[src/rtl/mhs_pkg.sv]
// shared types and constants for the murmur2 hash stream unit
package mhs_pkg;

  localparam logic [31:0] MIX_MUL       = 32'h5bd1e995;
  localparam int          WORD_SHIFT    = 24;
  localparam int          FINAL_SHIFT_A = 13;
  localparam int          FINAL_SHIFT_B = 15;
  localparam logic [31:0] SEED_AT_RESET = 32'd5381;

  localparam int          ADDR_W        = 3;
  localparam logic        REG_HASH_SEED = 1'b0;

  localparam logic [2:0]  FULL_BYTES    = 3'd4;

  typedef enum logic [2:0] {
    ST_IDLE,
    ST_KMUL1,
    ST_KMUL2,
    ST_HMIX,
    ST_TAIL,
    ST_FIN1,
    ST_FIN2
  } mhs_state_t;

  typedef enum logic [2:0] {
    OP_NONE,
    OP_LOAD,
    OP_KMUL1,
    OP_KMUL2,
    OP_HMIX,
    OP_TAIL,
    OP_FIN1,
    OP_FIN2
  } mhs_op_t;

  typedef struct packed {
    mhs_op_t op;
  } mhs_cmd_t;

  typedef struct packed {
    logic in_full;
    logic end_key;
  } mhs_status_t;

endpackage

[src/rtl/mhs_datapath.sv]
// hash datapath: word capture, shared multiplier, running hash and result register
module mhs_datapath
  import mhs_pkg::*;
(
  input  logic        clk,
  input  logic        rst_n,
  input  mhs_cmd_t    cmd,
  output mhs_status_t status,
  input  logic [31:0] seed,
  input  logic [31:0] in_data_word,
  input  logic [2:0]  in_valid_bytes,
  input  logic        in_is_last,
  input  logic [31:0] in_total_length,
  output logic [31:0] out_hash_value
);

  logic [31:0] word_r, word_nxt;
  logic [2:0]  count_r, count_nxt;
  logic        last_r, last_nxt;
  logic        inside_r, inside_nxt;
  logic [31:0] h_r, h_nxt;
  logic [31:0] k_r, k_nxt;
  logic [31:0] res_r, res_nxt;
  logic [31:0] tail_x;
  logic [31:0] mult_a;
  logic [31:0] mult_p;
  logic        count_full;

  assign count_full = (count_r >= FULL_BYTES);

  always_comb begin
    tail_x = h_r;
    if (count_r >= 3'd3) begin
      tail_x = tail_x ^ {8'h00, word_r[23:16], 16'h0000};
    end
    if (count_r >= 3'd2) begin
      tail_x = tail_x ^ {16'h0000, word_r[15:8], 8'h00};
    end
    if (count_r >= 3'd1) begin
      tail_x = tail_x ^ {24'h000000, word_r[7:0]};
    end
  end

  always_comb begin
    case (cmd.op)
      OP_KMUL1: mult_a = word_r;
      OP_KMUL2: mult_a = k_r ^ (k_r >> WORD_SHIFT);
      OP_HMIX:  mult_a = h_r;
      OP_TAIL:  mult_a = tail_x;
      OP_FIN1:  mult_a = h_r ^ (h_r >> FINAL_SHIFT_A);
      default:  mult_a = h_r;
    endcase
  end

  assign mult_p = mult_a * MIX_MUL;

  always_comb begin
    word_nxt   = word_r;
    count_nxt  = count_r;
    last_nxt   = last_r;
    inside_nxt = inside_r;
    h_nxt      = h_r;
    k_nxt      = k_r;
    res_nxt    = res_r;
    case (cmd.op)
      OP_LOAD: begin
        word_nxt  = in_data_word;
        count_nxt = in_valid_bytes;
        last_nxt  = in_is_last;
        h_nxt     = inside_r ? h_r : (seed ^ in_total_length);
      end
      OP_KMUL1: k_nxt = mult_p;
      OP_KMUL2: k_nxt = mult_p;
      OP_HMIX: begin
        h_nxt      = mult_p ^ k_r;
        inside_nxt = 1'b1;
      end
      OP_TAIL: h_nxt = (count_r != 3'd0) ? mult_p : tail_x;
      OP_FIN1: h_nxt = mult_p;
      OP_FIN2: begin
        res_nxt    = h_r ^ (h_r >> FINAL_SHIFT_B);
        inside_nxt = 1'b0;
      end
      default: ;
    endcase
  end

  always_ff @(posedge clk) begin
    if (!rst_n) begin
      inside_r <= 1'b0;
    end else begin
      inside_r <= inside_nxt;
    end
  end

  always_ff @(posedge clk) begin
    word_r  <= word_nxt;
    count_r <= count_nxt;
    last_r  <= last_nxt;
    h_r     <= h_nxt;
    k_r     <= k_nxt;
    res_r   <= res_nxt;
  end

  assign status.in_full = (in_valid_bytes >= FULL_BYTES);
  assign status.end_key = last_r || !count_full;
  assign out_hash_value = res_r;

endmodule

[src/rtl/mhs_controller.sv]
// sequencing state machine and output valid for the hash datapath
module mhs_controller
  import mhs_pkg::*;
(
  input  logic        clk,
  input  logic        rst_n,
  input  logic        in_valid,
  output logic        in_stall,
  output logic        out_valid,
  input  logic        out_stall,
  input  mhs_status_t status,
  output mhs_cmd_t    cmd
);

  mhs_state_t state_r, state_nxt;
  logic       out_valid_r, out_valid_nxt;
  logic       slot_free;

  assign slot_free = !out_valid_r || !out_stall;

  always_comb begin
    state_nxt = state_r;
    case (state_r)
      ST_IDLE: begin
        if (in_valid) begin
          state_nxt = status.in_full ? ST_KMUL1 : ST_TAIL;
        end
      end
      ST_KMUL1: state_nxt = ST_KMUL2;
      ST_KMUL2: state_nxt = ST_HMIX;
      ST_HMIX:  state_nxt = status.end_key ? ST_FIN1 : ST_IDLE;
      ST_TAIL:  state_nxt = ST_FIN1;
      ST_FIN1:  state_nxt = ST_FIN2;
      ST_FIN2: begin
        if (slot_free) begin
          state_nxt = ST_IDLE;
        end
      end
      default: state_nxt = ST_IDLE;
    endcase
  end

  always_comb begin
    cmd.op        = OP_NONE;
    in_stall      = 1'b1;
    out_valid_nxt = out_valid_r && out_stall;
    case (state_r)
      ST_IDLE: begin
        in_stall = 1'b0;
        if (in_valid) begin
          cmd.op = OP_LOAD;
        end
      end
      ST_KMUL1: cmd.op = OP_KMUL1;
      ST_KMUL2: cmd.op = OP_KMUL2;
      ST_HMIX:  cmd.op = OP_HMIX;
      ST_TAIL:  cmd.op = OP_TAIL;
      ST_FIN1:  cmd.op = OP_FIN1;
      ST_FIN2: begin
        if (slot_free) begin
          cmd.op        = OP_FIN2;
          out_valid_nxt = 1'b1;
        end
      end
      default: cmd.op = OP_NONE;
    endcase
  end

  always_ff @(posedge clk) begin
    if (!rst_n) begin
      state_r     <= ST_IDLE;
      out_valid_r <= 1'b0;
    end else begin
      state_r     <= state_nxt;
      out_valid_r <= out_valid_nxt;
    end
  end

  assign out_valid = out_valid_r;

endmodule

[src/rtl/murmur2_hash_stream_unit.sv]
// top level of the streaming 32-bit murmur2 hash unit
//
// key words arrive on the in_ channel (valid/stall), first byte in bits 7:0,
// in_valid_bytes counting valid bytes from the low end; in_total_length is
// read on the first word of each key. a word with fewer than four bytes, or
// with in_is_last set, ends the key. one hash per key leaves on the out_ channel.
// the seed register sits at byte address 0 of the apb port.
// timing: one shared 32x32 multiplier does all mixing, one multiply a cycle.
// a full middle word goes through accept, two key multiplies and the hash multiply.
// a full last word then adds FIN1 and FIN2, and a short last word goes through TAIL,
// FIN1 and FIN2; out_valid rises the cycle after FIN2, when the unit is back in idle for the next word.
// the result register holds the hash while out_stall is high; the next key
// can be loaded and mixed meanwhile, and only the final step waits for the slot.
// reset clears the controller, the in-key flag and out_valid, and loads the
// seed with 5381.
module murmur2_hash_stream_unit
  import mhs_pkg::*;
(
  input  logic              clk,
  input  logic              rst_n,
  input  logic              in_valid,
  output logic              in_stall,
  input  logic [31:0]       in_data_word,
  input  logic [2:0]        in_valid_bytes,
  input  logic              in_is_last,
  input  logic [31:0]       in_total_length,
  output logic              out_valid,
  input  logic              out_stall,
  output logic [31:0]       out_hash_value,
  input  logic              psel,
  input  logic              penable,
  input  logic              pwrite,
  input  logic [ADDR_W-1:0] paddr,
  input  logic [31:0]       pwdata,
  output logic [31:0]       prdata,
  output logic              pready
);

  logic [31:0] seed_r, seed_nxt;
  logic        reg_wr;
  mhs_cmd_t    cmd;
  mhs_status_t status;

  assign pready = 1'b1;
  assign reg_wr = psel && penable && pwrite && pready;

  always_comb begin
    seed_nxt = seed_r;
    if (reg_wr && (paddr[2] == REG_HASH_SEED)) begin
      seed_nxt = pwdata;
    end
  end

  always_ff @(posedge clk) begin
    if (!rst_n) begin
      seed_r <= SEED_AT_RESET;
    end else begin
      seed_r <= seed_nxt;
    end
  end

  assign prdata = (paddr[2] == REG_HASH_SEED) ? seed_r : 32'h0;

  mhs_controller u_ctrl (
    .clk       (clk),
    .rst_n     (rst_n),
    .in_valid  (in_valid),
    .in_stall  (in_stall),
    .out_valid (out_valid),
    .out_stall (out_stall),
    .status    (status),
    .cmd       (cmd)
  );

  mhs_datapath u_dp (
    .clk             (clk),
    .rst_n           (rst_n),
    .cmd             (cmd),
    .status          (status),
    .seed            (seed_r),
    .in_data_word    (in_data_word),
    .in_valid_bytes  (in_valid_bytes),
    .in_is_last      (in_is_last),
    .in_total_length (in_total_length),
    .out_hash_value  (out_hash_value)
  );

  a_accept_then_busy: assert property (@(posedge clk) disable iff (!rst_n)
    (in_valid && !in_stall) |=> in_stall)
    else $error("input accepted but unit not busy next cycle");

  a_finish_gives_valid: assert property (@(posedge clk) disable iff (!rst_n)
    (cmd.op == OP_FIN2) |=> out_valid)
    else $error("final step did not raise out_valid");

  a_load_only_on_accept: assert property (@(posedge clk) disable iff (!rst_n)
    (cmd.op == OP_LOAD) |-> (in_valid && !in_stall))
    else $error("word loaded without handshake");

endmodule

[config.mk]
export PLATFORM = sky130hd
export DESIGN_NAME = murmur2_hash_stream_unit
export DESIGN_NICKNAME = d
export VERILOG_FILES = /design/src/rtl/mhs_pkg.sv /design/src/rtl/mhs_datapath.sv /design/src/rtl/mhs_controller.sv /design/src/rtl/murmur2_hash_stream_unit.sv
export SDC_FILE = /design/constraint.sdc
export NUM_CORES = 1
export LEC_CHECK = 0
export ABC_AREA = 1
export BUFFER_PORTS_ARGS = -buffer_cell sky130_fd_sc_hd__clkbuf_2
export CAP_MARGIN = 0
export CORE_MARGIN = 5
export CORE_UTILIZATION = 40
export CTS_BUF_LIST = sky130_fd_sc_hd__clkbuf_4 sky130_fd_sc_hd__clkbuf_8 sky130_fd_sc_hd__clkbuf_16
export CTS_CLUSTER_DIAMETER = 120
export DETAILED_ROUTE_END_ITERATION = 7
export PLACE_DENSITY = 0.55
export SLEW_MARGIN = 40
export SYNTH_ARGS = -nofsm -noshare
export SYNTH_HDL_FRONTEND = slang
export SYNTH_HIERARCHICAL = 1
export SYNTH_SLANG_ARGS = --single-unit
export TNS_END_PERCENT = 100
[constraint.sdc]
create_clock -name clk -period 9.73 [get_ports clk]
set_input_delay 0.973 -clock clk [delete_from_list [all_inputs] [get_ports clk]]
set_output_delay 0.973 -clock clk [all_outputs]
set_load 0.005 [all_outputs]
; ---- Yosys cells after proc, flatten, opt, wreduce, memory -nomap -nowiden
; Cells that the tools add are included.
[op_classes]
n_reduce_logical = 16
n_mux = 20
n_bitwise = 9
n_mul = 1
eq_ne = 16
magnitude_cmp = 5
[ops]
columns = op, n
row1 = $pmux 32 s4, 2
row2 = $mux 32, 6
row3 = $xor 32x32->32, 2
row4 = $xor 32x8->32, 2
row5 = $pmux 3 s7, 2
row6 = $mul 32x31->32 const B, 1
row7 = $xor 32x16->32, 1
row8 = $xor 32x17->32, 1
row9 = $xor 32x19->32, 1
row10 = $xor 32x24->32, 1
row11 = $eq 3x3->1 const B, 7
row12 = $mux 3, 5
row13 = $eq 3x2->1 const B, 4
row14 = $eq 3x1->1 const B, 2
row15 = $ge 3x2->1 const B, 2
row16 = $ge 3x3->1 const B, 2
row17 = $logic_and 1x1->1, 4
row18 = $mux 1, 4
row19 = $ne 2x2->1 const B, 2
row20 = $reduce_and 2->1, 2
row21 = $reduce_bool 4->1, 1
row22 = $ge 3x1->1 const B, 1
row23 = $logic_not 1->1, 3
row24 = $logic_not 3->1, 1
row25 = other kinds (7), 8
[word_totals]
ff_bits = 169
in_bits = 110
wordCells = 77

; ---- Depth between registers and ports, before layout
; Gate-level depths: netlist (run 1).
[logic_depth]
word_depth = 10
mapped_depth = 43
mapped_depth_nobuf = 41

; ---- By module
; Netlist (run 1), hierarchy kept.
[by_module_without_submodules]
columns = mod, instances, seq_area_each_um2, cells_each, area_each_um2
row1 = mhs_datapath, 1, 3983.8, 1807, 16568.4
row2 = murmur2_hash_stream_unit, 1, 640.6, 270, 1667.8
row3 = mhs_controller, 1, 80.1, 48, 304.0

; ---- Worst setup path before layout (run 1)
; Ideal clock, no wire load.
[synth_path]
path_type = input to register
start = input port out_stall
end = register u_dp.h_r[30] (data pin)
path_slack_ns = 1.013
stages = 34
setup_ns = 0.260
arrival_time_ns = 8.457
required_ns = 9.470
cell_sequence = nand2_1 > nand2_1 > o2111ai_1 > inv_2 > nand3_2 > inv_2 > buf_1 > buf_1 > a22oi_1 > a32oi_1 > fa_1 > ha_1 > inv_1 > fa_1 > inv_1 > fa_1 > fa_1 > fa_1 > fa_1 > inv_1 > fa_1 > inv_1 > ha_1 > a21o_1 > a221oi_1 > nand3_1 > nand2_1 > inv_1 > o21ai_0 > nand2_1 > nand2_1 > nand2_1 > nand2_1 > nand3_1
[synth_rtl]
columns = item, line
row1 = "start, declared", murmur2_hash_stream_unit.sv:28  ; input logic out_stall,
row2 = "end signal, assigned", mhs_datapath.sv:100  ; h_r <= h_nxt;
row3 = "end, declared", mhs_datapath.sv:21  ; logic [31:0] h_r, h_nxt;

==> flow_summary.toml, run 1 <==
[clock_tree]
numCtsBuffers = 17
clock_latency_ps = 450
cts_max_level = 4
cts_tree = "done"
clkSlewWorstSetupHoldPaths_ps = 70
cts_root_buf = "clkbuf_16"
cts.path.max_buffers = 2
hold_buffers = 0
cts.sinks = 169

[floorplanning]
start_util = 0.407
rows = 78
dieWidth_um = 225
coreArea_mm2 = 0.0456
die_y_um = 225
boundaryPins = 177
fp.dieArea_mm2 = 0.0508

[logic_synthesis]
ys_ff_latch = 169
synth_top_area_cell = "edfxtp_1"
yosys_warnings = 6
synth.most_common_cell = "inv_1"
synth_commonest_cells = "inv_1 (525), nand2_1 (316), ha_1 (216), fa_1 (181), nor2_1 (145)"
synth_edf_count = 132
synth_area_leaders = "edfxtp_1 (21%), fa_1 (20%), ha_1 (15%)"
syn_inst = 2125
ys_types = 61
synthesis.nets = 2632
syn_area_per_cell_um2 = 8.72
ys_dominant_reg_cell = "edfxtp_1"
yosysTopAreaCellShare = 0.214
synth.cell_area_mm2 = 0.0185
ys_seq_area_frac = 0.254
async_reset_ff_frac = 0

[grt]
grtUsageTotal = 0.240
grt_first_pass_wirelength_mm = 92.6
grt_pass1_vias = 15600
grt_max_degree = 38
antenna_found_initial = 1
grt_overflow = 0

[worst_setup_path]
arrival_ps = 9210
path_class = "flip-flop to flip-flop"
cp-start-kind = "flip-flop"
reg2reg_to = "u_dp/h_r[21]"
rrSetupSlack_ps = 730
max_stage_delay_ps = 520
r2r_start = "u_ctrl/state_r[1]"
r2r_cells = 34
worst_path_max_delay_cell = "fa_1"
cp.required_ps = 9940
worstPathMaxFanout = 16
endpoint_kind = "flip-flop"

[sta]
fmax_mhz = 111
period_share = 0.925
rsz0062_at_grt = "false"
setup_viol = 0
slew_headroom = 0.460
skew_ps = 12.3
tightest_slew_ps = 810
fin_setup_tns_ps = 0
finalHoldViolations = 0
slew_violations = 0
min_period_ps = 9000

[drt]
vias = 15200
drt_iter0_drc = 1111
postRouteAntennaNets = 0
wire_per_inst_um = 20.0
wirelength_mm = 60.6
avgViaCountPerCell = 5.01
firstDrtPassIters = 8
drc = 0

[finish]
drive_above_1_share = 0.178
fillers = 4453
multi_input_area_mm2 = 0.0116
seqCellArea_mm2 = 0.00470
nNetsFinal = 2929
area_growth_pct = 17.4
insertedDiodeCount = 0

[place]
gp_congestion = 0.943
place_hpwl_mm = 50.3
portBuffers = 173

[run]
drv_cap = 0

[worst_hold_path]
min_to = "seed_r[2]"
min-delay-start = "seed_r[2]"
hold_class = "flip-flop to flip-flop"
hold_depth = 2

[run_status]
outcome = "finished clean"
[state kept, by name, indices dropped and copies added (netlist names)]
| name | cells |
|---|---|
| seed_r | 32 |
| u_dp/h_r | 32 |
| u_dp/k_r | 32 |
| u_dp/out_hash_value | 32 |
| u_dp/word_r | 32 |
| u_ctrl/state_r | 3 |
| u_dp/count_r | 3 |
| u_ctrl/out_valid | 1 |
| u_dp/inside_r | 1 |
| u_dp/last_r | 1 |
[cell families (layout without fill, tap and decap cells)]
group | Yosys count | after routing | synth area share
xor gates and xnor gates | 116 | 116 | 0.0548
DFF | 169 | 169 | 0.254
buffers and inverters | 584 | 894 | 0.124
AOI/OAI and AO/OA | 186 | 186 | 0.0639
adders and majority gates | 397 | 397 | 0.341
other | 1 | 1 | 0.000202
and+or+nand+nor | 672 | 672 | 0.162
[timing repair]
item | in CTS | in global routing
resized for setup | 0 | 1
setup buffers | 0 | 0
endpoints found under the setup margin | 0 | 4
[through the flow]
stage	hold WS [ps]	setup slack, ps	std cells	instance area, um^2	utilization
CTS	507	521	3035	21800	0.477
global route	528	257	3035	21800	0.478
floorplan	424	1010	2125	18500	-
finish	507	729	3035	21800	0.478
detailed placement	496	227	3003	21100	0.463
global placement	484	241	2998	21000	0.461
[layout make-up]
cell class / instances / share of cell area
Sequential cell: 169 / 0.216
Multi-Input combinational cell: 1372 / 0.533
Inverter: 536 / 0.0926
Tap cell: 600 / 0.0345
Clock inverter: 14 / 0.00983
Clock buffer: 18 / 0.0199
Timing Repair Buffer: 326 / 0.0944
[cells in the final DEF (no fill, tap or decap), types with 10 or more instances in the layout]
| cell type | netlist | layout |
|---|---|---|
| nand2_1 | 316 | 316 |
| xnor2_1 | 45 | 45 |
| or2_2 | 20 | 20 |
| clkbuf_16 | 0 | 17 |
| xor2_1 | 71 | 71 |
| inv_2 | 9 | 10 |
| dfxtp_1 | 37 | 37 |
| o21ai_0 | 49 | 47 |
| ha_1 | 216 | 216 |
| nand4_1 | 16 | 16 |
| nor2_1 | 145 | 140 |
| o211ai_1 | 11 | 11 |
| clkbuf_2 | 1 | 173 |
| a21oi_1 | 53 | 53 |
| nand2_2 | 10 | 10 |
| nand3_1 | 123 | 123 |
| inv_1 | 525 | 524 |
| edfxtp_1 | 132 | 132 |
| a22oi_1 | 22 | 22 |
| buf_4 | 2 | 148 |
| fa_1 | 181 | 181 |
[critical path, delay by kind of cell, from the launching register on]
family	cells	cell delay, ps
xor gates and xnor gates	1	140
buffers and inverters	9	1150
adders and majority gates	8	3650
and+or+nand+nor	8	1390
AOI/OAI and AO/OA	8	2030
DFF	1	370
[worst max path at each step]
| stage | from | to | slack, ps | cells past startpoint |
|---|---|---|---|---|
| global placement | in_valid | u_dp/h_r[21] | 240 | 34 |
| CTS | u_ctrl/state_r[1] | u_dp/h_r[31] | 520 | 35 |
| detailed placement | in_valid | u_dp/h_r[30] | 230 | 36 |
| finish | u_ctrl/state_r[1] | u_dp/h_r[21] | 730 | 34 |
| global route | u_ctrl/state_r[2] | u_dp/h_r[30] | 260 | 37 |
| floorplan | out_stall | u_dp/h_r[30] | 1010 | 34 |
[routing by layer]
layer  vias to the layer above  global-route usage  share of wire
met5                         -                   0        0.00021
met4                         2              0.0498          0.020
met3                        61              0.0371          0.077
met2                       539               0.388           0.45
met1                      7366               0.345           0.45
li1                       7252                   -              -
Power of run 1 is not shown: default switching activity piles up to over one toggle a cycle in this logic, so the estimate is an artifact.
==> run 2: changes to the inputs <==
--- a/config.mk
+++ b/config.mk
@@ -8,12 +8,14 @@
 export ABC_AREA = 1
 export BUFFER_PORTS_ARGS = -buffer_cell sky130_fd_sc_hd__clkbuf_2
 export CAP_MARGIN = 0
+export CELL_PAD_IN_SITES_DETAIL_PLACEMENT = 0
+export CELL_PAD_IN_SITES_GLOBAL_PLACEMENT = 1
 export CORE_MARGIN = 5
 export CORE_UTILIZATION = 40
 export CTS_BUF_LIST = sky130_fd_sc_hd__clkbuf_4 sky130_fd_sc_hd__clkbuf_8 sky130_fd_sc_hd__clkbuf_16
 export CTS_CLUSTER_DIAMETER = 120
 export DETAILED_ROUTE_END_ITERATION = 7
-export PLACE_DENSITY = 0.55
+export PLACE_DENSITY = 0.69
 export SLEW_MARGIN = 40
 export SYNTH_ARGS = -nofsm -noshare
 export SYNTH_HDL_FRONTEND = slang
==> run 2 against run 1 <==
Effect of this change: critical path depth increased by 7; design area fell by 0.85%; die area unchanged; via count down 1.0%; sequential share of layout area rose by 0.19 points; worst setup slack got worse by 22 ps; count of clock-buffer cells in the layout decreased by 1; register-to-register slack got worse by 20 ps; critical endpoint is now u_dp/h_r[30].
==> flow_summary.toml, run 2 (synthesis gave the netlist of run 1 again) <==
[run_status]
outcome = "finished clean"

[drt]
wire_per_inst_um = 20.4
avgViaCountPerCell = 4.99
drt_iter0_drc = 1089
vias = 15100
drc = 0
wirelength_mm = 61.6
firstDrtPassIters = 5
postRouteAntennaNets = 0

[finish]
mostFrequentLayoutCells = "inv_1 (524), nand2_1 (316), ha_1 (216)"
area_growth_pct = 16.4
nNetsFinal = 2910
fillers = 4442
drive_above_1_share = 0.171
seqCellArea_mm2 = 0.00470
final_util = 0.473
multi_input_area_mm2 = 0.0116
final_common_cell = "inv_1"

[clock_tree]
numCtsBuffers = 17
clkSlewWorstSetupHoldPaths_ps = 80
clock_latency_ps = 460
cts_max_level = 4
cts.sinks = 169
cts_setup_buffers = 0
cts_root_buf = "clkbuf_16"
cts_resized = 0
cts.path.max_buffers = 2
cts_tree = "done"
hold_buffers = 0

[grt]
grt_overflow = 0
grt_first_pass_wirelength_mm = 93.7
grtUsageTotal = 0.246
antenna_found_initial = 3
grt_pass1_vias = 15700
grt_max_degree = 37

[worst_setup_path]
cp_top_family = "adder cells"
worstPathMaxFanout = 14
path_class = "flip-flop to flip-flop"
crit_buf_inv = 12
cp.required_ps = 9930
endpoint_kind = "flip-flop"
path_common_cell = "inv_1"
max_stage_delay_ps = 530
arrival_ps = 9220
worst_path_max_delay_cell = "fa_1"
cp-start-kind = "flip-flop"

[sta]
min_period_ps = 9020
fin_ws_ps = 707
fmax_mhz = 111
skew_ps = 13.0
whs_ps = 498
fin_setup_tns_ps = 0
finalHoldViolations = 0
setup_viol = 0
period_share = 0.927
slew_violations = 0
rsz0062_at_grt = "false"
tightest_slew_ps = 853
slew_headroom = 0.428

[floorplanning]
boundaryPins = 177
coreArea_mm2 = 0.0456
rows = 78
start_util = 0.407
dieWidth_um = 225
die_y_um = 225
fp.dieArea_mm2 = 0.0508

[place]
gp_congestion = 0.944
place_hpwl_mm = 51.3
place_ws_ps = 433
portBuffers = 173

[run]
drv_cap = 0

[worst_hold_path]
hold_class = "flip-flop to flip-flop"
==> run 2: cell count changes in the layout (fill, tap and decap cells not counted), moves of 2 or more <==
cell / before / now
bufinv_16: 4 / 1
buf_8: 3 / 1
diode_2: 0 / 2
clkinvlp_4: 3 / 0
nor2_2: 5 / 7
buf_12: 0 / 2
inv_6: 3 / 7
buf_4: 148 / 130
==> run 2: worst paths after layout <==
check	slack [ps]	cells past startpoint	from	to
max reg2reg	710	41	u_ctrl/state_r[2]	u_dp/h_r[30]
min	500	2	seed_r[12]	seed_r[12]
min reg2reg	500	2	seed_r[12]	seed_r[12]
max	710	41	u_ctrl/state_r[2]	u_dp/h_r[30]
==> run 2: tightest hold or removal path, delay by kind of cell, from the launching register on <==
family           cells  cell delay (ps)
flip-flops           1              330
AND/OR/NAND/NOR      2              120
==> run 2: layer usage <==
metal	global-route usage	part of all wire	vias to the layer above	wire, um
met1	0.330	0.43	7242	26500
met4	0.0806	0.032	2	2000
met3	0.0671	0.081	81	4960
met2	0.388	0.46	511	28100
met5	0	0.00018	-	11
li1	-	-	7225	-
==> run 2: layout make-up <==
type / count / area share
repair buffers: 307 / 0.0892
well taps: 600 / 0.0348
clock buffers: 17 / 0.0197
flip-flops and latches: 169 / 0.218
clock inverters: 15 / 0.00789
multi-input cells: 1372 / 0.537
inverters: 536 / 0.0933
diodes: 2 / 0.000232
==> run 2: metrics by stage <==
stage | instance area, um^2 | cells
6_report | 21600 | 3018
5_1_grt | 21600 | 3016
4_1_cts | 21600 | 3016
3_5_place_dp | 21000 | 2984
3_3_place_gp | 20900 | 2982
2_1_floorplan | 18500 | 2125
Power of run 2 is left out for the same reason.
